==> config.mk <==
export PLATFORM = sky130hd
export DESIGN_NAME = dimension_text_to_scaled_points_unit
export DESIGN_NICKNAME = d
export VERILOG_FILES = /design/src/dtsp_pkg.sv /design/src/dimension_text_to_scaled_points_unit.sv /design/src/dtsp_parse.sv /design/src/dtsp_alu.sv
export SDC_FILE = /design/constraint.sdc
export NUM_CORES = 2
export LEC_CHECK = 0
export ABC_AREA = 1
export BUFFER_PORTS_ARGS = -buffer_cell sky130_fd_sc_hd__buf_2
export CAP_MARGIN = 30
export CORE_UTILIZATION = 52
export DETAILED_ROUTE_END_ITERATION = 6
export PLACE_DENSITY = 0.68
export SYNTH_ARGS = -nofsm -noshare
export SYNTH_HDL_FRONTEND = slang
export SYNTH_SLANG_ARGS = --single-unit
==> constraint.sdc <==
create_clock -name clk -period 16 [get_ports clk]
set_input_delay 4 -clock clk [delete_from_list [all_inputs] [get_ports clk]]
set_output_delay 4 -clock clk [all_outputs]
set_load 0.01 [all_outputs]
==> src/dtsp_pkg.sv <==
// Package for the dimension text to scaled points unit.
// Types, constants and lookup functions shared by the parser, the
// arithmetic unit and the top level. No dependencies.
package dtsp_pkg;

    localparam int CHAR_W    = 8;
    localparam int INT_W     = 30;
    localparam int NUM_W     = 15;
    localparam int STEP_W    = 3;
    localparam int CODE_W    = 4;
    localparam int COUNT_W   = 8;
    localparam int MUL_A_W   = 30;
    localparam int MUL_B_W   = 23;
    localparam int PROD_W    = MUL_A_W + MUL_B_W;
    localparam int ACC_W     = 54;
    localparam int DIV_W     = 30;
    localparam int DVS_W     = 16;
    localparam int DIV_CNT_W = $clog2(DIV_W);
    localparam int OUT_W     = 72;

    localparam logic [INT_W-1:0] INT_MAX_VAL   = INT_W'(999999999);
    localparam logic [INT_W-1:0] INT_OVF_LIMIT = INT_W'(100000000);
    localparam logic [INT_W-1:0] INT_DEFAULT   = INT_W'(10);
    localparam logic [ACC_W-1:0] ACC_OVF_LIMIT = ACC_W'(64'h4000_0000);

    localparam logic [CHAR_W-1:0] CH_MINUS = 8'h2D;
    localparam logic [CHAR_W-1:0] CH_DOT   = 8'h2E;
    localparam logic [CHAR_W-1:0] CH_SPACE = 8'h20;
    localparam logic [CHAR_W-1:0] CH_0     = 8'h30;
    localparam logic [CHAR_W-1:0] CH_9     = 8'h39;
    localparam logic [CHAR_W-1:0] CH_T     = 8'h74;

    localparam logic [CODE_W-1:0] UNIT_IN = 4'd8;

    typedef enum logic [2:0] {
        PH_START,
        PH_INT,
        PH_FRAC,
        PH_SP1,
        PH_KEY,
        PH_SP2,
        PH_UNIT1,
        PH_UNIT2
    } dtsp_phase_t;

    typedef enum logic [3:0] {
        SQ_IDLE,
        SQ_LOAD1,
        SQ_DIV1,
        SQ_MULW,
        SQ_MULF,
        SQ_MULR,
        SQ_LOAD2,
        SQ_DIV2,
        SQ_ADDQ,
        SQ_OUT
    } dtsp_seq_t;

    typedef struct packed {
        logic mul_en;
        logic acc_clr;
        logic acc_add_prod;
        logic acc_add_quo;
        logic div_load;
        logic div_step;
    } dtsp_ctl_t;

    typedef struct packed {
        logic               neg;
        logic [INT_W-1:0]   int_part;
        logic               digit_seen;
        logic [NUM_W-1:0]   frac_num;
        logic [STEP_W-1:0]  den_step;
        logic               kw_found;
        logic [CODE_W-1:0]  unit_code;
        logic               unit_known;
        logic [COUNT_W-1:0] count;
        logic               ovf;
    } dtsp_parse_t;

    // Scale factor in scaled points per unit.
    function automatic logic [MUL_B_W-1:0] scale_of(input logic [CODE_W-1:0] code);
        logic [MUL_B_W-1:0] s;
        case (code)
            4'd0:    s = MUL_B_W'(1864680);
            4'd1:    s = MUL_B_W'(65536);
            4'd2:    s = MUL_B_W'(786432);
            4'd3:    s = MUL_B_W'(186468);
            4'd4:    s = MUL_B_W'(1);
            4'd5:    s = MUL_B_W'(65782);
            4'd6:    s = MUL_B_W'(70124);
            4'd7:    s = MUL_B_W'(841489);
            default: s = MUL_B_W'(4736286);
        endcase
        return s;
    endfunction

    function automatic logic [NUM_W-1:0] den_of(input logic [STEP_W-1:0] step);
        logic [NUM_W-1:0] d;
        case (step)
            3'd0:    d = NUM_W'(1);
            3'd1:    d = NUM_W'(10);
            3'd2:    d = NUM_W'(100);
            3'd3:    d = NUM_W'(1000);
            3'd4:    d = NUM_W'(10000);
            default: d = NUM_W'(20000);
        endcase
        return d;
    endfunction

    function automatic logic [CHAR_W-1:0] kw_char(input logic [1:0] idx);
        logic [CHAR_W-1:0] c;
        case (idx)
            2'd0:    c = 8'h74;
            2'd1:    c = 8'h72;
            2'd2:    c = 8'h75;
            default: c = 8'h65;
        endcase
        return c;
    endfunction

    // cm pt pc mm sp bp dd cc in
    localparam logic [8:0][15:0] UNIT_PAIRS = {
        16'h696E, 16'h6363, 16'h6464, 16'h6270, 16'h7370,
        16'h6D6D, 16'h7063, 16'h7074, 16'h636D
    };

    // Returns {hit, code}.
    function automatic logic [CODE_W:0] unit_lookup(input logic [CHAR_W-1:0] a,
                                                    input logic [CHAR_W-1:0] b);
        logic              hit;
        logic [CODE_W-1:0] code;
        hit  = 1'b0;
        code = UNIT_IN;
        for (int i = 0; i < 9; i++) begin
            if (!hit && UNIT_PAIRS[i] == {a, b}) begin
                hit  = 1'b1;
                code = CODE_W'(i);
            end
        end
        return {hit, code};
    endfunction

endpackage

==> src/dimension_text_to_scaled_points_unit.sv <==
// Top level of the dimension text to scaled points unit: stream ports,
// sequencer and output register. Depends on dtsp_pkg, dtsp_parse, dtsp_alu.
//
// Each byte of the dimension text is one request on the s_ side. After the
// byte marked with s_tlast the block stops taking requests while a single
// shared multiplier, accumulator and bit-serial divider work out the value:
// one 30-step division of the unit scale by the fraction denominator, three
// multiplies, and one 30-step division for the rounding term. The result
// then sits in an output register until taken; a new dimension may start as
// soon as it is loaded.
module dimension_text_to_scaled_points_unit (
    input  logic                         clk,
    input  logic                         rst_n,
    input  logic                         s_tvalid,
    output logic                         s_tready,
    input  logic [7:0]                   s_tdata,   // char_code
    input  logic                         s_tlast,   // last_char
    output logic                         m_tvalid,
    input  logic                         m_tready,
    // scaled_value, unit_code, true_seen, overflow_seen, number_missing,
    // unit_missing, chars_used, zero pad
    output logic [dtsp_pkg::OUT_W-1:0]   m_tdata
);
    import dtsp_pkg::*;

    dtsp_seq_t             state_reg, state_next;
    logic [DIV_CNT_W-1:0]  cnt_reg, cnt_next;
    logic                  ovf_reg, ovf_next;
    logic                  m_tvalid_reg, m_tvalid_next;
    logic [OUT_W-1:0]      m_tdata_reg, m_tdata_next;

    dtsp_parse_t           p;
    dtsp_ctl_t             ctl;
    logic                  take;
    logic                  out_load;
    logic [NUM_W-1:0]      den;
    logic [NUM_W-1:0]      num_c;
    logic [MUL_B_W-1:0]    sf;
    logic [INT_W-1:0]      whole;
    logic [MUL_A_W-1:0]    mul_a;
    logic [MUL_B_W-1:0]    mul_b;
    logic [DIV_W-1:0]      div_dividend;
    logic [DVS_W-1:0]      div_divisor;
    logic [ACC_W-1:0]      acc;
    logic [PROD_W-1:0]     prod;
    logic [DIV_W-1:0]      quo;
    logic [DVS_W-1:0]      rem;
    logic [ACC_W-1:0]      value;

    assign s_tready = (state_reg == SQ_IDLE);
    assign take     = s_tvalid && s_tready;
    assign out_load = (state_reg == SQ_OUT) && (!m_tvalid_reg || m_tready);

    dtsp_parse u_parse (
        .clk       (clk),
        .rst_n     (rst_n),
        .take      (take),
        .char_code (s_tdata),
        .clr       (out_load),
        .p         (p)
    );

    assign den   = den_of(p.den_step);
    assign num_c = (p.frac_num >= den) ? den - NUM_W'(1) : p.frac_num;
    assign sf    = scale_of(p.unit_code);
    assign whole = p.digit_seen ? p.int_part : INT_DEFAULT;

    dtsp_alu u_alu (
        .clk          (clk),
        .ctl          (ctl),
        .mul_a        (mul_a),
        .mul_b        (mul_b),
        .div_dividend (div_dividend),
        .div_divisor  (div_divisor),
        .acc          (acc),
        .prod         (prod),
        .quo          (quo),
        .rem          (rem)
    );

    always_comb
    begin
        case (state_reg)
            SQ_MULF:
            begin
                mul_a = MUL_A_W'(num_c);
                mul_b = quo[MUL_B_W-1:0];
            end
            SQ_MULR:
            begin
                mul_a = MUL_A_W'(num_c);
                mul_b = MUL_B_W'(rem);
            end
            default:
            begin
                mul_a = MUL_A_W'(whole);
                mul_b = sf;
            end
        endcase

        if (state_reg == SQ_LOAD2)
        begin
            div_dividend = {prod[DIV_W-2:0], 1'b0} + DIV_W'(den);
            div_divisor  = {den, 1'b0};
        end
        else
        begin
            div_dividend = DIV_W'(sf);
            div_divisor  = DVS_W'(den);
        end
    end

    assign value = p.neg ? ACC_W'(0) - acc : acc;

    always_comb
    begin
        state_next    = state_reg;
        cnt_next      = cnt_reg;
        ovf_next      = ovf_reg;
        ctl           = '0;
        m_tvalid_next = m_tready ? 1'b0 : m_tvalid_reg;
        m_tdata_next  = m_tdata_reg;

        case (state_reg)
            SQ_IDLE:
                if (take && s_tlast)
                    state_next = SQ_LOAD1;
            SQ_LOAD1:
            begin
                ctl.div_load = 1'b1;
                ctl.acc_clr  = 1'b1;
                cnt_next     = '0;
                state_next   = SQ_DIV1;
            end
            SQ_DIV1:
            begin
                ctl.div_step = 1'b1;
                cnt_next     = cnt_reg + DIV_CNT_W'(1);
                if (cnt_reg == DIV_CNT_W'(DIV_W - 1))
                    state_next = SQ_MULW;
            end
            SQ_MULW:
            begin
                ctl.mul_en = 1'b1;
                state_next = SQ_MULF;
            end
            SQ_MULF:
            begin
                ctl.mul_en       = 1'b1;
                ctl.acc_add_prod = 1'b1;
                state_next       = SQ_MULR;
            end
            SQ_MULR:
            begin
                ctl.mul_en       = 1'b1;
                ctl.acc_add_prod = 1'b1;
                state_next       = SQ_LOAD2;
            end
            SQ_LOAD2:
            begin
                ctl.div_load = 1'b1;
                ovf_next     = p.ovf || (acc > ACC_OVF_LIMIT);
                cnt_next     = '0;
                state_next   = SQ_DIV2;
            end
            SQ_DIV2:
            begin
                ctl.div_step = 1'b1;
                cnt_next     = cnt_reg + DIV_CNT_W'(1);
                if (cnt_reg == DIV_CNT_W'(DIV_W - 1))
                    state_next = SQ_ADDQ;
            end
            SQ_ADDQ:
            begin
                ctl.acc_add_quo = 1'b1;
                state_next      = SQ_OUT;
            end
            SQ_OUT:
                if (out_load)
                begin
                    m_tvalid_next = 1'b1;
                    m_tdata_next  = {2'b00, p.count, ~p.unit_known, ~p.digit_seen,
                                     ovf_reg, p.kw_found, p.unit_code, value};
                    state_next    = SQ_IDLE;
                end
            default:
                state_next = SQ_IDLE;
        endcase
    end

    always_ff @(posedge clk or negedge rst_n)
    begin
        if (!rst_n)
        begin
            state_reg    <= SQ_IDLE;
            cnt_reg      <= '0;
            ovf_reg      <= 1'b0;
            m_tvalid_reg <= 1'b0;
        end
        else
        begin
            state_reg    <= state_next;
            cnt_reg      <= cnt_next;
            ovf_reg      <= ovf_next;
            m_tvalid_reg <= m_tvalid_next;
        end
    end

    always_ff @(posedge clk)
    begin
        m_tdata_reg <= m_tdata_next;
    end

    assign m_tvalid = m_tvalid_reg;
    assign m_tdata  = m_tdata_reg;

    a_last_starts: assert property (@(posedge clk) disable iff (!rst_n)
        (take && s_tlast) |=> (state_reg == SQ_LOAD1))
        else $error("last request did not start the computation");

    a_div_done: assert property (@(posedge clk) disable iff (!rst_n)
        (state_reg == SQ_DIV1 && cnt_reg == DIV_CNT_W'(DIV_W - 1)) |=>
        (state_reg == SQ_MULW))
        else $error("first division did not end after its step count");

    a_no_overwrite: assert property (@(posedge clk) disable iff (!rst_n)
        out_load |-> (!m_tvalid || m_tready))
        else $error("result register overwritten while holding a result");

    a_clear_after_load: assert property (@(posedge clk) disable iff (!rst_n)
        out_load |=> (m_tvalid && p.count == '0 && !p.ovf && !p.unit_known))
        else $error("parser not cleared after result load");

endmodule

==> src/dtsp_parse.sv <==
// Character parser: one byte per request into sign, integer, fraction,
// keyword and unit state. Depends on dtsp_pkg.
module dtsp_parse (
    input  logic                      clk,
    input  logic                      rst_n,
    input  logic                      take,
    input  logic [dtsp_pkg::CHAR_W-1:0] char_code,
    input  logic                      clr,
    output dtsp_pkg::dtsp_parse_t     p
);
    import dtsp_pkg::*;

    dtsp_phase_t         phase_reg, phase_next;
    logic                finished_reg, finished_next;
    logic                neg_reg, neg_next;
    logic [INT_W-1:0]    int_reg, int_next;
    logic                digit_reg, digit_next;
    logic [NUM_W-1:0]    num_reg, num_next;
    logic [STEP_W-1:0]   step_reg, step_next;
    logic [2:0]          kidx_reg, kidx_next;
    logic                kw_reg, kw_next;
    logic [CHAR_W-1:0]   first_reg, first_next;
    logic [COUNT_W-1:0]  count_reg, count_next;
    logic                ovf_reg, ovf_next;
    logic [CODE_W-1:0]   usel_reg, usel_next;
    logic                uknown_reg, uknown_next;

    dtsp_phase_t         eph;
    logic                is_dig;
    logic [3:0]          dig;
    logic [INT_W+3:0]    nv;
    logic [CODE_W:0]     uhit;
    logic [2:0]          inc;
    logic [COUNT_W:0]    cnt_sum;

    always_comb
    begin
        phase_next    = phase_reg;
        finished_next = finished_reg;
        neg_next      = neg_reg;
        int_next      = int_reg;
        digit_next    = digit_reg;
        num_next      = num_reg;
        step_next     = step_reg;
        kidx_next     = kidx_reg;
        kw_next       = kw_reg;
        first_next    = first_reg;
        ovf_next      = ovf_reg;
        usel_next     = usel_reg;
        uknown_next   = uknown_reg;
        inc           = 3'd0;
        eph           = phase_reg;
        is_dig        = char_code inside {[CH_0:CH_9]};
        dig           = char_code[3:0];
        nv            = {1'b0, int_reg, 3'b000} + {3'b000, int_reg, 1'b0} +
                        (INT_W+4)'(dig);
        uhit          = unit_lookup(first_reg, char_code);

        if (take && !finished_reg)
        begin
            if (eph == PH_START && char_code != CH_MINUS)
                eph = PH_INT;
            if (eph == PH_INT && !is_dig && char_code != CH_DOT)
                eph = PH_SP1;
            if (eph == PH_FRAC && !is_dig)
                eph = PH_SP1;
            if (eph == PH_SP1 && char_code != CH_SPACE && char_code != CH_T)
                eph = PH_UNIT1;
            if (eph == PH_SP2 && char_code != CH_SPACE)
                eph = PH_UNIT1;

            case (eph)
                PH_START:
                begin
                    phase_next = PH_INT;
                    neg_next   = 1'b1;
                    inc        = 3'd1;
                end
                PH_INT:
                begin
                    if (is_dig)
                    begin
                        phase_next = PH_INT;
                        if (int_reg > INT_OVF_LIMIT)
                            ovf_next = 1'b1;
                        if (nv > (INT_W+4)'(INT_MAX_VAL))
                        begin
                            int_next = INT_MAX_VAL;
                            ovf_next = 1'b1;
                        end
                        else
                            int_next = nv[INT_W-1:0];
                        digit_next = 1'b1;
                    end
                    else
                        phase_next = PH_FRAC;
                    inc = 3'd1;
                end
                PH_FRAC:
                begin
                    phase_next = PH_FRAC;
                    if (step_reg <= 3'd3)
                    begin
                        num_next  = NUM_W'({num_reg, 3'b000} + {2'b00, num_reg, 1'b0} +
                                           18'(dig));
                        step_next = step_reg + 3'd1;
                    end
                    else if (step_reg == 3'd4)
                    begin
                        num_next  = {num_reg[NUM_W-2:0], 1'b0} + NUM_W'(dig >= 4'd5);
                        step_next = 3'd5;
                    end
                    inc = 3'd1;
                end
                PH_SP1:
                begin
                    if (char_code == CH_SPACE)
                    begin
                        phase_next = PH_SP1;
                        inc        = 3'd1;
                    end
                    else
                    begin
                        kidx_next  = 3'd1;
                        phase_next = PH_KEY;
                    end
                end
                PH_KEY:
                begin
                    if (char_code == kw_char(kidx_reg[1:0]))
                    begin
                        kidx_next = kidx_reg + 3'd1;
                        if (kidx_reg == 3'd3)
                        begin
                            kw_next    = 1'b1;
                            inc        = 3'd4;
                            phase_next = PH_SP2;
                        end
                    end
                    else
                        finished_next = 1'b1;
                end
                PH_SP2:
                begin
                    phase_next = PH_SP2;
                    inc        = 3'd1;
                end
                PH_UNIT1:
                begin
                    first_next = char_code;
                    phase_next = PH_UNIT2;
                end
                PH_UNIT2:
                begin
                    if (uhit[CODE_W])
                    begin
                        usel_next   = uhit[CODE_W-1:0];
                        uknown_next = 1'b1;
                        inc         = 3'd2;
                    end
                    finished_next = 1'b1;
                end
                default:
                    finished_next = 1'b1;
            endcase
        end

        cnt_sum    = {1'b0, count_reg} + (COUNT_W+1)'(inc);
        count_next = cnt_sum[COUNT_W] ? {COUNT_W{1'b1}} : cnt_sum[COUNT_W-1:0];

        if (clr)
        begin
            phase_next    = PH_START;
            finished_next = 1'b0;
            neg_next      = 1'b0;
            int_next      = '0;
            digit_next    = 1'b0;
            num_next      = '0;
            step_next     = '0;
            kidx_next     = '0;
            kw_next       = 1'b0;
            first_next    = '0;
            count_next    = '0;
            ovf_next      = 1'b0;
            usel_next     = UNIT_IN;
            uknown_next   = 1'b0;
        end
    end

    always_ff @(posedge clk or negedge rst_n)
    begin
        if (!rst_n)
        begin
            phase_reg    <= PH_START;
            finished_reg <= 1'b0;
            neg_reg      <= 1'b0;
            int_reg      <= '0;
            digit_reg    <= 1'b0;
            num_reg      <= '0;
            step_reg     <= '0;
            kidx_reg     <= '0;
            kw_reg       <= 1'b0;
            first_reg    <= '0;
            count_reg    <= '0;
            ovf_reg      <= 1'b0;
            usel_reg     <= UNIT_IN;
            uknown_reg   <= 1'b0;
        end
        else
        begin
            phase_reg    <= phase_next;
            finished_reg <= finished_next;
            neg_reg      <= neg_next;
            int_reg      <= int_next;
            digit_reg    <= digit_next;
            num_reg      <= num_next;
            step_reg     <= step_next;
            kidx_reg     <= kidx_next;
            kw_reg       <= kw_next;
            first_reg    <= first_next;
            count_reg    <= count_next;
            ovf_reg      <= ovf_next;
            usel_reg     <= usel_next;
            uknown_reg   <= uknown_next;
        end
    end

    always_comb
    begin
        p.neg        = neg_reg;
        p.int_part   = int_reg;
        p.digit_seen = digit_reg;
        p.frac_num   = num_reg;
        p.den_step   = step_reg;
        p.kw_found   = kw_reg;
        p.unit_code  = uknown_reg ? usel_reg : UNIT_IN;
        p.unit_known = uknown_reg;
        p.count      = count_reg;
        p.ovf        = ovf_reg;
    end

endmodule

==> src/dtsp_alu.sv <==
// Shared arithmetic unit: one registered multiplier, a wide accumulator
// and a restoring divider, one bit per cycle while stepped. Depends on dtsp_pkg.
module dtsp_alu (
    input  logic                          clk,
    input  dtsp_pkg::dtsp_ctl_t           ctl,
    input  logic [dtsp_pkg::MUL_A_W-1:0]  mul_a,
    input  logic [dtsp_pkg::MUL_B_W-1:0]  mul_b,
    input  logic [dtsp_pkg::DIV_W-1:0]    div_dividend,
    input  logic [dtsp_pkg::DVS_W-1:0]    div_divisor,
    output logic [dtsp_pkg::ACC_W-1:0]    acc,
    output logic [dtsp_pkg::PROD_W-1:0]   prod,
    output logic [dtsp_pkg::DIV_W-1:0]    quo,
    output logic [dtsp_pkg::DVS_W-1:0]    rem
);
    import dtsp_pkg::*;

    logic [PROD_W-1:0] prod_reg;
    logic [ACC_W-1:0]  acc_reg;
    logic [DIV_W-1:0]  dvd_reg;
    logic [DVS_W-1:0]  rem_reg;
    logic [DVS_W-1:0]  dvs_reg;

    logic [DVS_W:0]    trial;
    logic              fits;

    assign trial = {rem_reg, dvd_reg[DIV_W-1]};
    assign fits  = trial >= {1'b0, dvs_reg};

    always_ff @(posedge clk)
    begin
        if (ctl.mul_en)
            prod_reg <= PROD_W'(mul_a) * PROD_W'(mul_b);

        if (ctl.acc_clr)
            acc_reg <= '0;
        else if (ctl.acc_add_prod)
            acc_reg <= acc_reg + ACC_W'(prod_reg);
        else if (ctl.acc_add_quo)
            acc_reg <= acc_reg + ACC_W'(dvd_reg);

        if (ctl.div_load)
        begin
            dvd_reg <= div_dividend;
            rem_reg <= '0;
            dvs_reg <= div_divisor;
        end
        else if (ctl.div_step)
        begin
            dvd_reg <= {dvd_reg[DIV_W-2:0], fits};
            rem_reg <= fits ? DVS_W'(trial - {1'b0, dvs_reg}) : trial[DVS_W-1:0];
        end
    end

    assign acc  = acc_reg;
    assign prod = prod_reg;
    assign quo  = dvd_reg;
    assign rem  = rem_reg;

endmodule
-- After elaboration in Yosys (flattened, before gate mapping)
Memories as Yosys holds them, arrays and structs flattened.
Index checks and enable logic that the tools add are counted.
- flip-flop bits (word level): 330
- memory bits (read-only): 168
- input port bits: 13
- output and inout bits: 74
- logic and storage cells: 308
- memories kept: 1
- add/subtract/negate cells: 15
- multipliers: 1
- order comparisons: 9
- eq/ne operators: 51
- mux-type cells: 129
- bitwise gates (word level): 2
- reduce and logical (&&, ||, !) cells: 74
- memory list (name ; words ; bits a word ; read ports ; clocked after Yosys merged registers in ; wr ports ; RTL line ; text):
    (no name shown) ; 8 ; 21 ; 1 ; 0 ; 0 ; dtsp_pkg.sv:84 ; case (code)
- operators with widths (operator ; number):
    two-way mux 30 bit ; 10
    two-way mux 54 bit ; 3
    equality test 15 x 16 -> 1 bit (first input constant) ; 9
    two-way mux 15 bit ; 7
    two-way mux 3 bit ; 27
    one-hot mux 15 bit (5 select lines) ; 1
    two-way mux 4 bit ; 18
    two-way mux 8 bit ; 7
    adder 54 x 30 -> 54 bit ; 1
    adder 54 x 53 -> 54 bit ; 1
    > comparator 54 x 31 -> 1 bit (second input constant) ; 1
    subtractor 1 x 54 -> 54 bit (first input constant) ; 1
    multiplier 30 x 23 -> 53 bit ; 1
    one-hot mux 23 bit (2 select lines) ; 1
    two-way mux 1 bit ; 44
    one-hot mux 4 bit (10 select lines) ; 1
    adder 33 x 31 -> 34 bit ; 1
    adder 34 x 4 -> 34 bit ; 1
    > comparator 34 x 30 -> 1 bit (second input constant) ; 1
    adder 30 x 15 -> 30 bit ; 1
    > comparator 30 x 27 -> 1 bit (second input constant) ; 1
    nonzero test 2 bit ; 14
    != test 8 x 6 -> 1 bit (second input constant) ; 3
    two-way mux 23 bit ; 1
    54 further kinds ; 125

-- Logic depth before layout (Yosys ltp)
- word-level depth: 32
- depth in mapped cells: 48

-- By module
From an unflattened synthesis, not the netlist that was laid out.
- cells, all modules: 7437
- area, all modules: 52121.2 µm²
- by module, submodules not included (module ; instances ; cells each ; area each (µm²) ; sequential area each (µm²)):
    dtsp_alu ; 1 ; 4989 ; 35803.1 ; 4374.2
    dtsp_parse ; 1 ; 1300 ; 8459.4 ; 2003.2
    dimension_text_to_scaled_points_unit ; 1 ; 1148 ; 7858.8 ; 2377.3

-- Least setup slack after synthesis
No wires, ideal clock.
- kind: register -> register
- start: register u_parse.step_reg[1]
- end: register u_alu.prod_reg[37] (netlist: u_alu.prod[37]) (data pin)
- library setup time: 0.252 ns
- data arrival time: 8.237 ns
- required time: 15.748 ns
- path slack: 7.511 ns
- cell stages (with the launch flop): 42
- path buffers: 2
- cell sequence: dfrtp_1 > inv_2 > ha_1 > nand2_2 > nand3_4 > nor2_4 > nand2_2 > ha_1 > nand2_1 > nor2_1 > nand2_1 > nor3_1 > nand2_4 > nand3_4 > buf_6 > nand2_4 > nand3_2 > buf_6 > [... 6 more ...] > inv_1 > fa_1 > inv_1 > fa_1 > fa_1 > inv_1 > fa_1 > inv_1 > ha_1 > nand2_1 > nor2_1 > inv_1 > nor4_1 > a21oi_1 > o31ai_1 > nand2_1 > nand3_1 > nand2_1
- longest elaborated chain between the ends: 6
- RTL lines (element ; RTL line ; text):
    start: declaration ; dtsp_parse.sv:19 ; logic [STEP_W-1:0] step_reg, step_next;
    start signal: assignment ; dtsp_parse.sv:217 ; step_reg <= step_next;
    equality test 3 bit, or another cell as far along ; dtsp_pkg.sv:100 ; case (step)
    one-hot mux 15 bit (5 select lines) * ; dtsp_pkg.sv:100 ;
    subtractor 15 x 1 -> 15 bit / greater-or-equal comparator 15 bit (equally long branches) ; dimension_text_to_scaled_points_unit.sv:64 ; assign num_c = (p.frac_num >= den) ? den - NUM_W'(1) : p.frac_num;
    two-way mux 15 bit * ; dimension_text_to_scaled_points_unit.sv:64 ;
    two-way mux 30 bit * ; dimension_text_to_scaled_points_unit.sv:83 ; case (state_reg)
    multiplier 30 x 23 -> 53 bit * ; dtsp_alu.sv:32 ; prod_reg <= PROD_W'(mul_a) * PROD_W'(mul_b);
    end signal: assignment ; dtsp_alu.sv:32 ;
    end: declaration ; dtsp_alu.sv:17 ; logic [PROD_W-1:0] prod_reg;
Every way passes the cells marked *; elsewhere a longest branch is shown, timed or not.
A chain may end at the register's enable or synchronous reset.

-- Worst setup path in the final report
Ends and elaborated chain as after synthesis.

==> flow_metrics.env <==
export IMPL_outcome="complete, but fails checks"
export IMPL_violations="design-rule violations"
export IMPL_dieArea_um2=94160
export IMPL_drive_gt1_share_pct=5.135
export IMPL_postCtsResizedCells=0
export IMPL_slowest_stage="nand2_1"
export IMPL_postSynthAreaPerCell_um2=7.517
export IMPL_ys_seq_area_share_pct=18.05
export IMPL_path_max_fanout=15
export IMPL_crit_top_cell="nand2_1"
export IMPL_overflow=0
export IMPL_synth_most_common_cell="inv_1"
export IMPL_setup_violations=0
export IMPL_fin_nets=7415
export IMPL_die_w_um=306.9
export IMPL_finalSetupTns_ns=0
export IMPL_start_kind="flop"
export IMPL_syn2layout_area_growth_pct=6.511
export IMPL_post_cts_buffers=0
export IMPL_vias_per_cell=5.556
export IMPL_clock_sinks=329
export IMPL_dpl_cell_area_um2=50040
export IMPL_fin_skew_ns=0.04168
export IMPL_die_h_um=306.9
export IMPL_vias=42828
export IMPL_drt_pass1_iterations=7
export IMPL_yosys_most_used_dff="edfxtp_1"
export IMPL_cts_tree="built"
export IMPL_path_clk_slew_ns=0.06
export IMPL_final_max_slew_viol_count=0
export IMPL_largest_reg_flops=70
export IMPL_yosys_area_top_type="fa_1"
export IMPL_cts_htree_levels=2
export IMPL_tightest_slew_ns=1.066
export IMPL_async_flop_share_pct=27.66
export IMPL_grt_antenna_before_repair=2
export IMPL_synthCells=6429
export IMPL_setup_worst_path_end_class="flop"
export IMPL_grt_max_degree=81
export IMPL_cap_viol_max_count=0
export IMPL_wire_per_inst_um=19.84
export IMPL_stdcell_area_um2=51470
export IMPL_floorplan_rows=111
export IMPL_crit_required_ns=16.33
export IMPL_holdCritPathClass="reg -> reg"
export IMPL_worstSetupPathType="reg -> reg"
export IMPL_period_needed_ns=10.18
export IMPL_drc=11
export IMPL_synth_area_leaders="fa_1 25%, inv_1 11%, nand2_1 11%"
export IMPL_core_um2=91800
export IMPL_cts_buffer_depth=3
export IMPL_insertion_delay_ns=0.60
export IMPL_max_stage_delay_ns=0.75
export IMPL_synth_common_cells="1369 x inv_1, 1360 x nand2_1, 593 x fa_1"
export IMPL_clock_fmax_mhz=98.26
export IMPL_grt_first_pass_wirelength_um=240000
export IMPL_synth_top_area_share_pct=24.56
export IMPL_dp_hpwl_um=122200
export IMPL_yosysWarnings=0
export IMPL_finalHoldViolations=0
export IMPL_wl_um=152900
export IMPL_cp_arrival_ns=10.50
export IMPL_gp_congestion=0.9881
export IMPL_cts_buffers=41
export IMPL_synth_area_um2=48330
export IMPL_portBuffers=84
export IMPL_first_global_vias=42347
export IMPL_ant_nets=0
export IMPL_relSlewSlack_pct=28.74
export IMPL_period_share_pct=63.61
export IMPL_antenna_diode_count=0
export IMPL_start_util_pct=52.64
export IMPL_num_io_pins=87
export IMPL_grtUsageTotal_pct=32.87
export IMPL_cts_hold_buf=0
export IMPL_rsz0062_at_grt="false"
export IMPL_synth_cell_types=69
export IMPL_ys_seq_elements=329
export IMPL_synth_edff_count=168
export IMPL_root_buffer="clkbuf_16"
export IMPL_initialDrtViolationCount=4095
## cell usage in the layout, fill, tap and decap left out, types with 83 or more instances in the layout
cell type  count
a21oi_1      284
nand3_1      377
buf_2         83
nor2_1       553
inv_1       1367
xor2_1        92
edfxtp_1     168
fa_1         593
o21ai_0      297
ha_1         376
dfrtp_1       90
nand2_1     1360
## final timing paths
kind | slack [ns] | start | cells after the start | endpoint
worst max-delay path | 5.82 | u_parse.step_reg[1] | 36 | u_alu.prod[37]
worst min-delay path | 0.45 | u_parse.kw_reg | 0 | m_tdata[58]
worst max register to register | 5.82 | u_parse.step_reg[1] | 36 | u_alu.prod[37]
worst min register to register | 0.45 | u_parse.kw_reg | 0 | m_tdata[58]
max in group asynchronous | 11.38 | rst_n | 2 | u_parse.count_reg[0]
min in group asynchronous | 3.34 | rst_n | 1 | u_parse.int_reg[29]
## per-layer routing
metal  share of wire, %  global-route usage (%)  vias up  wire (µm)
li1                   -                       -    20127          -
met1                 42                   44.08    20483      63790
met2                 45                   53.17     1863      69210
met3                8.4                   4.879      353      12830
met4                4.6                   13.71        2       7070
met5             0.0078                       0        -         12
## cell families (layout without fill, tap and decap cells)
logic type	after synthesis	in the layout	synth area share [%]
simple gates	2565	2565	22.42
mux	1	1	0.02071
buf+inv	1578	1600	12.53
flops	329	329	18.05
other cells	2	17	0.01554
compound gates	844	844	10.11
fa+ha+maj	969	969	34.30
xor+xnor	141	141	2.555
## area by class of cell
type	count	area (µm²)
clock inverters	24	259.0
repair buffers	133	853.3
well taps	1243	1555
inverters	1391	5224
multi-input cells	4537	33710
fillers	8779	40330
flip-flops and latches	329	8725
clock buffers	52	1149
## metrics by stage
| step | hold WS [ns] | utilization [%] | setup WS [ns] | instances |
|---|---|---|---|---|
| 3_5_place_dp | 0.4392 | 54.51 | 6.000 | 7632 |
| 6_report | 0.4532 | 56.07 | 5.823 | 7709 |
| 5_1_grt | 0.4690 | 56.07 | 5.255 | 7709 |
| 3_3_place_gp | 0.4323 | 54.43 | 6.209 | 7628 |
| 4_1_cts | 0.4523 | 56.04 | 5.957 | 7708 |
| 2_1_floorplan | 0.4249 | - | 7.511 | 6444 |
## worst max-delay path, delay by kind of cell, from the launching register on
| family | cells | cell delay (ns) |
|---|---|---|
| adders and majority gates | 10 | 4.72 |
| and+or+nand+nor | 19 | 3.36 |
| buffers and inverters | 4 | 0.27 |
| DFF | 1 | 0.50 |
| AOI/OAI and AO/OA | 3 | 1.05 |
Power is left out: the tool's default activity adds up to more than one toggle a clock period on the data nets, which glitch-free logic cannot reach.
